$ cat src/rtl/tesp_pkg.sv
// ---------------------------------------------------------------------------
// tesp_pkg
// Types and constants shared by the tagged element stream parser modules.
// ---------------------------------------------------------------------------
package tesp_pkg;

  localparam int unsigned DIGIT_W = 4;

  localparam logic [31:0] MAX_LEN_RESET = 32'd104857600;

  // ascii codes used by the tag and number checks
  localparam logic [7:0] CH_I    = 8'h49;
  localparam logic [7:0] CH_N    = 8'h4E;
  localparam logic [7:0] CH_S    = 8'h53;
  localparam logic [7:0] CH_T    = 8'h54;
  localparam logic [7:0] CH_R    = 8'h52;
  localparam logic [7:0] CH_GT   = 8'h3E;
  localparam logic [7:0] CH_0    = 8'h30;
  localparam logic [7:0] CH_9    = 8'h39;
  localparam logic [7:0] CH_LA   = 8'h61;
  localparam logic [7:0] CH_LF   = 8'h66;
  localparam logic [7:0] CH_UA   = 8'h41;
  localparam logic [7:0] CH_UF   = 8'h46;

  localparam logic [DIGIT_W-1:0] TAG_PREFIX_LEN = DIGIT_W'(2);
  localparam logic [DIGIT_W-1:0] HEX_DIGITS     = DIGIT_W'(8);

  typedef enum logic [4:0] {
    PH_TAG  = 5'b00001,
    PH_HEX  = 5'b00010,
    PH_NUM  = 5'b00100,
    PH_STR  = 5'b01000,
    PH_HALT = 5'b10000
  } phase_t;

  typedef enum logic [2:0] {
    KIND_INS  = 3'd0,
    KIND_INT  = 3'd1,
    KIND_HDR  = 3'd2,
    KIND_BYTE = 3'd3,
    KIND_ERR  = 3'd4
  } kind_t;

  typedef enum logic [2:0] {
    ERR_BAD_TAG   = 3'd0,
    ERR_BAD_HEX   = 3'd1,
    ERR_EMPTY_NUM = 3'd2,
    ERR_NO_GT     = 3'd3,
    ERR_BAD_DIGIT = 3'd4,
    ERR_TOO_LONG  = 3'd5,
    ERR_OVERFLOW  = 3'd6
  } err_t;

  typedef struct packed {
    phase_t             phase;
    logic [15:0]        tag_chars;
    logic [DIGIT_W-1:0] digit_count;
    logic [31:0]        acc;
    logic               num_is_len;
    logic [31:0]        bytes_rem;
  } parse_state_t;

  typedef struct packed {
    kind_t       kind;
    logic [31:0] value;
    err_t        error_code;
    logic        last;
  } result_t;

  localparam parse_state_t PARSE_CLEAR = '{
    phase:       PH_TAG,
    tag_chars:   16'd0,
    digit_count: '0,
    acc:         32'd0,
    num_is_len:  1'b0,
    bytes_rem:   32'd0
  };

endpackage

$ cat src/rtl/tesp_step.sv
// ---------------------------------------------------------------------------
// tesp_step
// Next parser state and optional result for one byte of the element stream.
// ---------------------------------------------------------------------------
module tesp_step
  import tesp_pkg::*;
#(
  parameter int unsigned MAX_DIGITS = 10
) (
  input  parse_state_t st,
  input  logic [7:0]   data_byte,
  input  logic         start_over,
  input  logic [31:0]  max_len,
  output parse_state_t st_nxt,
  output logic         res_valid,
  output result_t      res
);

  logic               hex_ok;
  logic [3:0]         hex_val;
  logic               is_digit;
  logic [3:0]         dec_val;
  logic [35:0]        dec_sum;
  logic [DIGIT_W-1:0] cnt_inc;
  logic [31:0]        rem_dec;

  // hex digit decode
  always_comb begin
    hex_ok  = 1'b1;
    hex_val = 4'd0;
    if (data_byte >= CH_0 && data_byte <= CH_9) begin
      hex_val = 4'(data_byte - CH_0);
    end else if (data_byte >= CH_LA && data_byte <= CH_LF) begin
      hex_val = 4'(data_byte - CH_LA + 8'd10);
    end else if (data_byte >= CH_UA && data_byte <= CH_UF) begin
      hex_val = 4'(data_byte - CH_UA + 8'd10);
    end else begin
      hex_ok = 1'b0;
    end
  end

  assign is_digit = (data_byte >= CH_0) && (data_byte <= CH_9);
  assign dec_val  = 4'(data_byte - CH_0);
  // acc*10 + digit as acc*8 + acc*2 + digit, upper bits flag overflow
  assign dec_sum  = {1'b0, st.acc, 3'b000} + {3'b000, st.acc, 1'b0} + {32'd0, dec_val};
  assign cnt_inc  = st.digit_count + DIGIT_W'(1);
  assign rem_dec  = (st.bytes_rem != 32'd0) ? st.bytes_rem - 32'd1 : st.bytes_rem;

  always_comb begin
    st_nxt         = st;
    res_valid      = 1'b0;
    res.kind       = KIND_ERR;
    res.value      = 32'd0;
    res.error_code = ERR_BAD_TAG;
    res.last       = 1'b0;

    if (start_over) begin
      st_nxt = PARSE_CLEAR;
    end else begin
      unique case (st.phase)
        PH_TAG: begin
          if (st.digit_count < TAG_PREFIX_LEN) begin
            st_nxt.tag_chars   = {st.tag_chars[7:0], data_byte};
            st_nxt.digit_count = cnt_inc;
          end else begin
            st_nxt.digit_count = '0;
            st_nxt.acc         = 32'd0;
            st_nxt.tag_chars   = 16'd0;
            if (st.tag_chars == {CH_I, CH_N} && data_byte == CH_S) begin
              st_nxt.phase = PH_HEX;
            end else if (st.tag_chars == {CH_I, CH_N} && data_byte == CH_T) begin
              st_nxt.phase      = PH_NUM;
              st_nxt.num_is_len = 1'b0;
            end else if (st.tag_chars == {CH_S, CH_T} && data_byte == CH_R) begin
              st_nxt.phase      = PH_NUM;
              st_nxt.num_is_len = 1'b1;
            end else begin
              st_nxt.phase   = PH_HALT;
              res_valid      = 1'b1;
              res.error_code = ERR_BAD_TAG;
            end
          end
        end
        PH_HEX: begin
          if (!hex_ok) begin
            st_nxt.phase   = PH_HALT;
            res_valid      = 1'b1;
            res.error_code = ERR_BAD_HEX;
          end else if (cnt_inc == HEX_DIGITS) begin
            st_nxt    = PARSE_CLEAR;
            res_valid = 1'b1;
            res.kind  = KIND_INS;
            res.value = {st.acc[27:0], hex_val};
          end else begin
            st_nxt.acc         = {st.acc[27:0], hex_val};
            st_nxt.digit_count = cnt_inc;
          end
        end
        PH_NUM: begin
          res_valid = 1'b1;
          if (data_byte == CH_GT) begin
            if (st.digit_count == '0) begin
              st_nxt.phase   = PH_HALT;
              res.error_code = ERR_EMPTY_NUM;
            end else if (!st.num_is_len) begin
              st_nxt    = PARSE_CLEAR;
              res.kind  = KIND_INT;
              res.value = st.acc;
            end else if (st.acc > max_len) begin
              st_nxt.phase   = PH_HALT;
              res.error_code = ERR_TOO_LONG;
            end else begin
              st_nxt    = PARSE_CLEAR;
              res.kind  = KIND_HDR;
              res.value = st.acc;
              if (st.acc != 32'd0) begin
                st_nxt.phase     = PH_STR;
                st_nxt.bytes_rem = st.acc;
              end else begin
                res.last = 1'b1;
              end
            end
          end else if (st.digit_count >= DIGIT_W'(MAX_DIGITS)) begin
            st_nxt.phase   = PH_HALT;
            res.error_code = ERR_NO_GT;
          end else if (!is_digit) begin
            st_nxt.phase   = PH_HALT;
            res.error_code = ERR_BAD_DIGIT;
          end else if (dec_sum[35:32] != 4'd0) begin
            st_nxt.phase   = PH_HALT;
            res.error_code = ERR_OVERFLOW;
          end else begin
            res_valid          = 1'b0;
            st_nxt.acc         = dec_sum[31:0];
            st_nxt.digit_count = cnt_inc;
          end
        end
        PH_STR: begin
          res_valid = 1'b1;
          res.kind  = KIND_BYTE;
          res.value = {24'd0, data_byte};
          if (rem_dec == 32'd0) begin
            st_nxt   = PARSE_CLEAR;
            res.last = 1'b1;
          end else begin
            st_nxt.bytes_rem = rem_dec;
          end
        end
        default: begin
          // halted: hold everything until start over
        end
      endcase
    end
  end

endmodule

$ cat src/rtl/tagged_element_stream_parser.sv
// ---------------------------------------------------------------------------
// tagged_element_stream_parser
// Byte-wide parser for INS / INT / STR tagged elements with error halt.
// ---------------------------------------------------------------------------
// usage
//   in_*  : one stream byte per item, with in_start_over to restart parsing
//   out_* : at most one result item per input item (value, string header,
//           string byte or error code), last_of_string marks string ends
//   cfg_* : write of the maximum string length, always ready, use while idle
// timing
//   an item is registered at acceptance and parsed from the input register
//   once the result register can take its result, which is then registered
//   there and shown on out_* until it is taken
//   one item per cycle is sustained while out_stall is low; the parse is a single
//   pass through the step logic between the input register and the result register
// stalls
//   out_stall holds a full result register; the input register then holds its
//   item and in_stall rises, so nothing is lost or repeated
// reset
//   synchronous active-low rst_n empties both registers, returns the parser
//   to the start of a tag and loads the default maximum string length
// ---------------------------------------------------------------------------
module tagged_element_stream_parser
  import tesp_pkg::*;
#(
  parameter int unsigned MAX_DIGITS = 10
) (
  input  logic        clk,
  input  logic        rst_n,
  // input channel
  input  logic        in_valid,
  output logic        in_stall,
  input  logic [7:0]  in_data_byte,
  input  logic        in_start_over,
  // result channel
  output logic        out_valid,
  input  logic        out_stall,
  output logic [2:0]  out_kind,
  output logic [31:0] out_value,
  output logic [2:0]  out_error_code,
  output logic        out_last_of_string,
  // configuration write
  input  logic        cfg_valid,
  output logic        cfg_ready,
  input  logic [31:0] cfg_max_string_length
);

  // input register
  logic         in_valid_r;
  logic [7:0]   in_data_r;
  logic         in_start_r;

  // parser state and limit
  parse_state_t state_r;
  parse_state_t state_nxt;
  logic [31:0]  max_len_r;

  // result register
  logic         out_valid_r;
  result_t      out_res_r;

  logic         step_res_valid;
  result_t      step_res;
  logic         advance;
  logic         process;

  // the result register can take a new result when empty or draining
  assign advance  = !out_valid_r || !out_stall;
  assign process  = in_valid_r && advance;
  assign in_stall = in_valid_r && !advance;

  assign cfg_ready = 1'b1;

  tesp_step #(
    .MAX_DIGITS (MAX_DIGITS)
  ) u_step (
    .st         (state_r),
    .data_byte  (in_data_r),
    .start_over (in_start_r),
    .max_len    (max_len_r),
    .st_nxt     (state_nxt),
    .res_valid  (step_res_valid),
    .res        (step_res)
  );

  // input register: loads whenever it is not holding a stalled item
  always_ff @(posedge clk) begin
    if (!rst_n) begin
      in_valid_r <= 1'b0;
    end else if (!in_stall) begin
      in_valid_r <= in_valid;
    end
  end

  always_ff @(posedge clk) begin
    if (in_valid && !in_stall) begin
      in_data_r  <= in_data_byte;
      in_start_r <= in_start_over;
    end
  end

  // parser state advances once per processed item
  always_ff @(posedge clk) begin
    if (!rst_n) begin
      state_r <= PARSE_CLEAR;
    end else if (process) begin
      state_r <= state_nxt;
    end
  end

  // configuration register
  always_ff @(posedge clk) begin
    if (!rst_n) begin
      max_len_r <= MAX_LEN_RESET;
    end else if (cfg_valid && cfg_ready) begin
      max_len_r <= cfg_max_string_length;
    end
  end

  // result register: refilled or emptied whenever it may move
  always_ff @(posedge clk) begin
    if (!rst_n) begin
      out_valid_r <= 1'b0;
    end else if (advance) begin
      out_valid_r <= process && step_res_valid;
    end
  end

  always_ff @(posedge clk) begin
    if (process && step_res_valid) begin
      out_res_r <= step_res;
    end
  end

  assign out_valid          = out_valid_r;
  assign out_kind           = out_res_r.kind;
  assign out_value          = out_res_r.value;
  assign out_error_code     = out_res_r.error_code;
  assign out_last_of_string = out_res_r.last;

endmodule
$ cat config.mk
export PLATFORM = sky130hd
export DESIGN_NAME = tagged_element_stream_parser
export DESIGN_NICKNAME = d
export VERILOG_FILES = /design/src/rtl/tesp_pkg.sv /design/src/rtl/tesp_step.sv /design/src/rtl/tagged_element_stream_parser.sv
export SDC_FILE = /design/constraint.sdc
export NUM_CORES = 1
export LEC_CHECK = 0
export BUFFER_PORTS_ARGS = -buffer_cell sky130_fd_sc_hd__buf_2
export CORE_MARGIN = 8
export CORE_UTILIZATION = 38
export CTS_BUF_LIST = sky130_fd_sc_hd__clkbuf_8
export DETAILED_ROUTE_END_ITERATION = 6
export HOLD_SLACK_MARGIN = 0.15
export PLACE_DENSITY = 0.65
export SYNTH_ARGS = -nofsm -noshare
export SYNTH_HDL_FRONTEND = slang
export SYNTH_SLANG_ARGS = --single-unit
$ cat constraint.sdc
create_clock -name clk -period 5.5 [get_ports clk]
set_clock_uncertainty 0.1 [all_clocks]
set_input_delay 1.1 -clock clk [delete_from_list [all_inputs] [get_ports clk]]
set_output_delay 1.1 -clock clk [all_outputs]
set_load 0.005 [all_outputs]
======== Word-level counts from Yosys, hierarchy flattened ========
Cells that the tools add are included.
word-level totals
  register bits after elaboration ......... 172
  bits of input ports ..................... 46
  output and inout bits ................... 42
  logic and storage cells ................. 165
cells by class
  add/subtract/negate cells ............... 9
  $lt $le $gt $ge ......................... 9
  eq/ne operators ......................... 27
  muxes and demuxes ....................... 77
  reduce and logical (&&, ||, !) cells .... 28
operators by type and width
  kind                   number
  $mux 85                3
  $pmux 58 s4            1
  $mux 35                6
  $mux 36                5
  $mux 90                2
  $pmux 35 s3            1
  $mux 33                3
  $mux 32                3
  $pmux 32 s3            1
  $reduce_bool 32->1     2
  $mux 58                1
  $mux 5                 11
  $add 35x33->36         1
  $add 36x4->36          1
  $eq 16x15->1 const B   2
  $gt 32x32->1           1
  $logic_not 32->1       1
  $sub 32x1->32 const B  1
  $eq 8x7->1 const B     3
  $mux 1                 23
  $mux 21                1
  $mux 20                1
  $mux 4                 5
  $reduce_and 10->1      2
  other kinds (37)       69

======== Longest topological paths before layout ========
  depth in word-level cells ............... 10
  depth in mapped cells ................... 16
  depth with buffers taken out ............ 14

======== Cells and area by module ========
A second synthesis with hierarchy kept.
second synthesis, totals
  cell total of the unflattened synthesis .. 1663
  area, all modules ....................... 13711.9 µm²
by module, submodules not included
  module                        times used  cells an instance  area an instance (µm²)  sequential area each (µm²)
  tesp_step                     1           1109               7278.2                  0.0
  tagged_element_stream_parser  1           554                6433.7                  3923.8

======== Worst setup path before layout ========
Ideal clock, no wire load.
  kind .................................... flip-flop to flip-flop
  start ................................... reg in_data_r[3]
  end ..................................... reg out_res_r, in the netlist out_error_code[0] (enable)
  library setup time ...................... 0.400 ns
  data arrival time ....................... 3.952 ns
  data required time ...................... 5.000 ns
  path slack .............................. 1.048 ns
  cell stages (with the launch flop) ...... 14
  path buffers ............................ 0
  period minus slack after synthesis ...... 4.452 ns
  path through ............................ edfxtp_1 > inv_1 > fa_1 > inv_1 > fa_1 > a211oi_1 > o211ai_1 > a31oi_1 > o21ai_0 > a21oi_1 > xnor2_1 > nor4_1 > o21ai_0 > o2111a_1
on the way
  longest elaborated chain between the ends .. 10
  elaborated cells between the ends (all ways) .. 34
  classes of those cells .................. 2 x add/sub; 6 x order compare; 4 x eq/ne; 14 x mux; 8 x reduce/logical
ends and longest elaborated chain
  item                    line                                 source
  start, declared         tagged_element_stream_parser.sv:50   logic [7:0] in_data_r;
  start signal, assigned  tagged_element_stream_parser.sv:97   in_data_r <= in_data_byte;
  $sub 4x1->4             tesp_step.sv:43                      assign dec_val = 4'(data_byte - CH_0);
  $add 36x4->36           tesp_step.sv:45                      assign dec_sum = {1'b0, st.acc, 3'b000} + {3'b000, st.acc, 1'b0} + {32'd0, dec_val};
  $reduce_bool 4->1       tesp_step.sv:129                     end else if (dec_sum[35:32] != 4'd0) begin
  $mux 1                  tesp_step.sv:129
  $mux 1                  tesp_step.sv:126                     end else if (!is_digit) begin
  $mux 1                  tesp_step.sv:123                     end else if (st.digit_count >= DIGIT_W'(MAX_DIGITS)) begin
  $mux 1                  tesp_step.sv:101                     if (data_byte == CH_GT) begin
  $pmux 1 s4 *            tesp_step.sv:60                      unique case (st.phase)
  $mux 1 *                tesp_step.sv:57                      if (start_over) begin
  $logic_and 1x1->1 *     tagged_element_stream_parser.sv:130  if (process && step_res_valid) begin
  end signal, assigned    tagged_element_stream_parser.sv:131  out_res_r <= step_res;
  end, declared           tagged_element_stream_parser.sv:60   result_t out_res_r;
Every way passes the cells marked *; elsewhere a longest branch is shown, timed or not.
A chain may end at the register's enable or synchronous reset.

======== Worst setup path in the final report ========
  start ................................... reg state_r[33] (netlist name)
  end ..................................... reg state_r[45] (netlist name)
on the way
  longest elaborated chain between the ends .. 8
  elaborated cells between the ends (all ways) .. 13
  classes of those cells .................. 2 x add/sub; 1 x order compare; 2 x eq/ne; 6 x mux; 2 x reduce/logical
ends and longest elaborated chain
  item                    line                                 source
  start, declared         tagged_element_stream_parser.sv:54   parse_state_t state_r;
  start signal, assigned  tagged_element_stream_parser.sv:107  state_r <= state_nxt;
  $add 35x33->36          tesp_step.sv:45
  $add 36x4->36           tesp_step.sv:45
  $mux 36                 tesp_step.sv:129
  $mux 36                 tesp_step.sv:126
  $mux 36                 tesp_step.sv:123
  $mux 36                 tesp_step.sv:101
  $pmux 58 s4             tesp_step.sv:60
  $mux 90                 tesp_step.sv:57
Parallel ways exist; a longest one is shown, timed or not. The select of a mux whose other input is x is not followed.

==> run metrics <==
RR Startpoint=state_r[33]; CP Class=reg -> reg; Post-CTS Repair Setup Buffers=0; worst-skew pair later-pin latency=0.49 ns; Hold WC Path Type=reg -> reg; CTS sink cnt=172; Post-Syn Nets=1594; Multi-input gate area=0.00765 sq mm; CTS buffer count=17; row cnt=65; DR vias=11400; Max H-tree Level=4; library cells used by synthesis=85; Critical Path Sink=state_r[45]; global-route wire length before repair=60800 um; Layout area overhead=10.4%; # IOs=88; number of port buffers=86; sequential share of the synthesized area=0.325; Rel. slew slack=0.277; vias per cell=5.93; # fillers=3180; Crit path required time=5.81 ns; GRT Residual Overflow=0; FF-to-FF End=state_r[45]; Diodes inserted=0; async set-reset flop share out of synthesis=0; CTS Buffer Depth=2; Yosys reg bits=172; Crit. End Element=flip-flop; CTS tree=yes; final hold violation count=0; IR Drop Worst-Case VDD=0.000112 V; Final Cell Area=0.0133 sq mm; r2r setup slk=0.44 ns; Slew @ Worst Pin=1.08 ns; Critical Path Max Stage Delay=0.58 ns; status=finished clean; Pre-antenna DRT Iters=6; initial drt markers=1049; Tcrit/Tclk final=0.920; Yosys warning count=0; DRC violations left=0; clock-pin transition on the worst setup and hold timing paths=0.11 ns; CP dominant cell by count=inv_1; min Tclk post-route=5.06 ns; Hold-fix buffers, CTS=0; layout cells sized above 1=0.117; Max Freq=0.198 GHz; Final Max Slew Viols=0; GP Congestion=0.936; critical path cell sequence=inv_1 > fa_1 > inv_1 > ha_1 > a211oi_1 > o211ai_1 > a21oi_1 > o21ai_0 > a41oi_1 > o2111ai_1 > nor4_1 > o21a_1 > and2_4 > mux2i_1; Core Footprint=0.0315 sq mm; Slowest cell on crit path=and2_4; Resize count post-CTS=0; die span in x=194 um; crit-path max FO=32; r2r worst-path depth=14; number of synthesized flops with an enable pin=48; Setup TNS=0 ns; Top FF cell, synth=dfxtp_1; unrepaired setup endpoints after global routing=false; CP Launch Point=state_r[33]; Mapped Cells=1441; number of global-route vias before repair=11000; pin count of the biggest net entering global routing=68; synthesized area per cell=8.39 sq um; drt total wl=38500 um; Final Setup Violations=0; Max-cap violations=0; Leakage Power=5.34 nW; crit path DAT=5.37 ns; initial antenna violation count=0; die height=194 um; Mapped Area=0.0121 sq mm; # nets final=1655; Final ANT Viol Nets=0; dpl hpwl=28100 um; drt wl/cell=20.1 um; sequential cell area=0.00392 sq mm; startpoint types=flip-flop; Starting Density=0.384; die area=0.0378 sq mm; DP Area=0.0130 sq mm; pwr dens=181 mW/mm^2; gr usage total=0.199; Clock Tree Root=clkbuf_8
metal layers:
layer | global-route usage | routed length [um]
met3 | 0.0306 | 2300
met4 | 0.0863 | 1330
met2 | 0.321 | 17500
met1 | 0.261 | 17400
met5 | 0 | 0
how the worst min path moves through the flow:
stage / start / end / slack, ns / cells past startpoint
final: state_r[79] / state_r[79] / 0.37 / 2
after global routing: state_r[71] / state_r[79] / 0.40 / 2
after CTS: state_r[79] / state_r[79] / 0.37 / 2
after detailed placement: state_r[79] / state_r[79] / 0.36 / 2
after global placement: state_r[82] / state_r[82] / 0.34 / 2
after floorplan: state_r[84] / state_r[84] / 0.33 / 2
kinds of logic after synthesis:
| logic type | Yosys count | synth area share |
|---|---|---|
| and+or+nand+nor | 536 | 0.212 |
| AOI/OAI and AO/OA | 375 | 0.211 |
| buffers and inverters | 131 | 0.0445 |
| DFF | 172 | 0.325 |
| muxes | 81 | 0.0671 |
| xor gates and xnor gates | 38 | 0.0275 |
| other | 1 | 0.000310 |
| adders and majority gates | 107 | 0.112 |
power breakdown:
group / leakage, nW / internal [mW] / switching (mW) / total [mW]
Combinational: 3.78 / 0.0718 / 0.104 / 0.176
Clock: 0.180 / 0.335 / 0.556 / 0.891
Sequential: 1.38 / 1.32 / 0.0263 / 1.35
Total: 5.34 / 1.73 / 0.687 / 2.41
flip-flops by register name, indices dropped and copies added, names as in the netlist:
name,count
in_data_r,8
in_start_r,1
out_kind,3
max_len_r,32
out_last_of_string,1
out_error_code,3
state_r,90
out_value,32
out_valid,1
in_valid_r,1
Yosys cell counts, types with 28 or more instances:
| library cell | n | area, sq um |
|---|---|---|
| a21o_1 | 28 | 210 |
| ha_1 | 105 | 1310 |
| nor3_1 | 32 | 160 |
| clkbuf_1 | 63 | 236 |
| nand2_1 | 216 | 811 |
| mux2i_1 | 81 | 811 |
| o21ai_0 | 88 | 440 |
| a22oi_1 | 46 | 345 |
| edfxtp_1 | 48 | 1440 |
| nor4_1 | 34 | 213 |
| dfxtp_1 | 124 | 2480 |
| a21oi_1 | 63 | 315 |
| inv_1 | 54 | 203 |
| nor2_1 | 118 | 443 |
worst max-delay path: cells and delay by family, from the launching register on:
family | cells | cell delay (ns)
adders and majority gates | 2 | 0.83
and+or+nand+nor | 2 | 0.94
AOI/OAI and AO/OA | 7 | 2.11
muxes | 1 | 0.26
buffers and inverters | 2 | 0.20
DFF | 1 | 0.53
through the flow:
stage               setup WS, ns  power, mW   util  hold slack, ns  std cells
floorplan                   1.05       1.49      -           0.332       1441
global placement           0.775       1.55  0.412           0.344       1885
detailed placement         0.592       1.55  0.412           0.357       1885
CTS                        0.546       2.45  0.424           0.373       1917
global route               0.107       2.51  0.424           0.403       1917
finish                     0.441       2.41  0.424           0.368       1917
layout by cell type, fill, tap and decap left out, drive strengths merged, types with 9 or more instances in the layout:
cell | netlist | layout
nand2 | 216 | 216
dfxtp | 124 | 124
nor2 | 119 | 119
buf | 13 | 118
ha | 105 | 105
o21ai | 98 | 98
mux2i | 81 | 81
a21oi | 64 | 64
inv | 55 | 63
edfxtp | 48 | 48
a22oi | 46 | 46
nor4 | 35 | 35
nor3 | 33 | 33
a21o | 28 | 28
nand4 | 24 | 24
nand3 | 21 | 21
xnor2 | 21 | 21
xor2 | 17 | 17
clkbuf | 63 | 17
or4 | 15 | 15
o211ai | 14 | 14
o31ai | 12 | 12
and3 | 11 | 11
o21bai | 10 | 10
a32oi | 10 | 10
o31a | 9 | 9
cell type report:
| class | count | area share |
|---|---|---|
| clock buffers | 17 | 0.0175 |
| clock inverters | 15 | 0.0110 |
| inverters | 55 | 0.0155 |
| multi-input cells | 1138 | 0.573 |
| flip-flops and latches | 172 | 0.294 |
| well taps | 402 | 0.0377 |
| repair buffers | 118 | 0.0512 |
(Power assumes the default switching activity.)
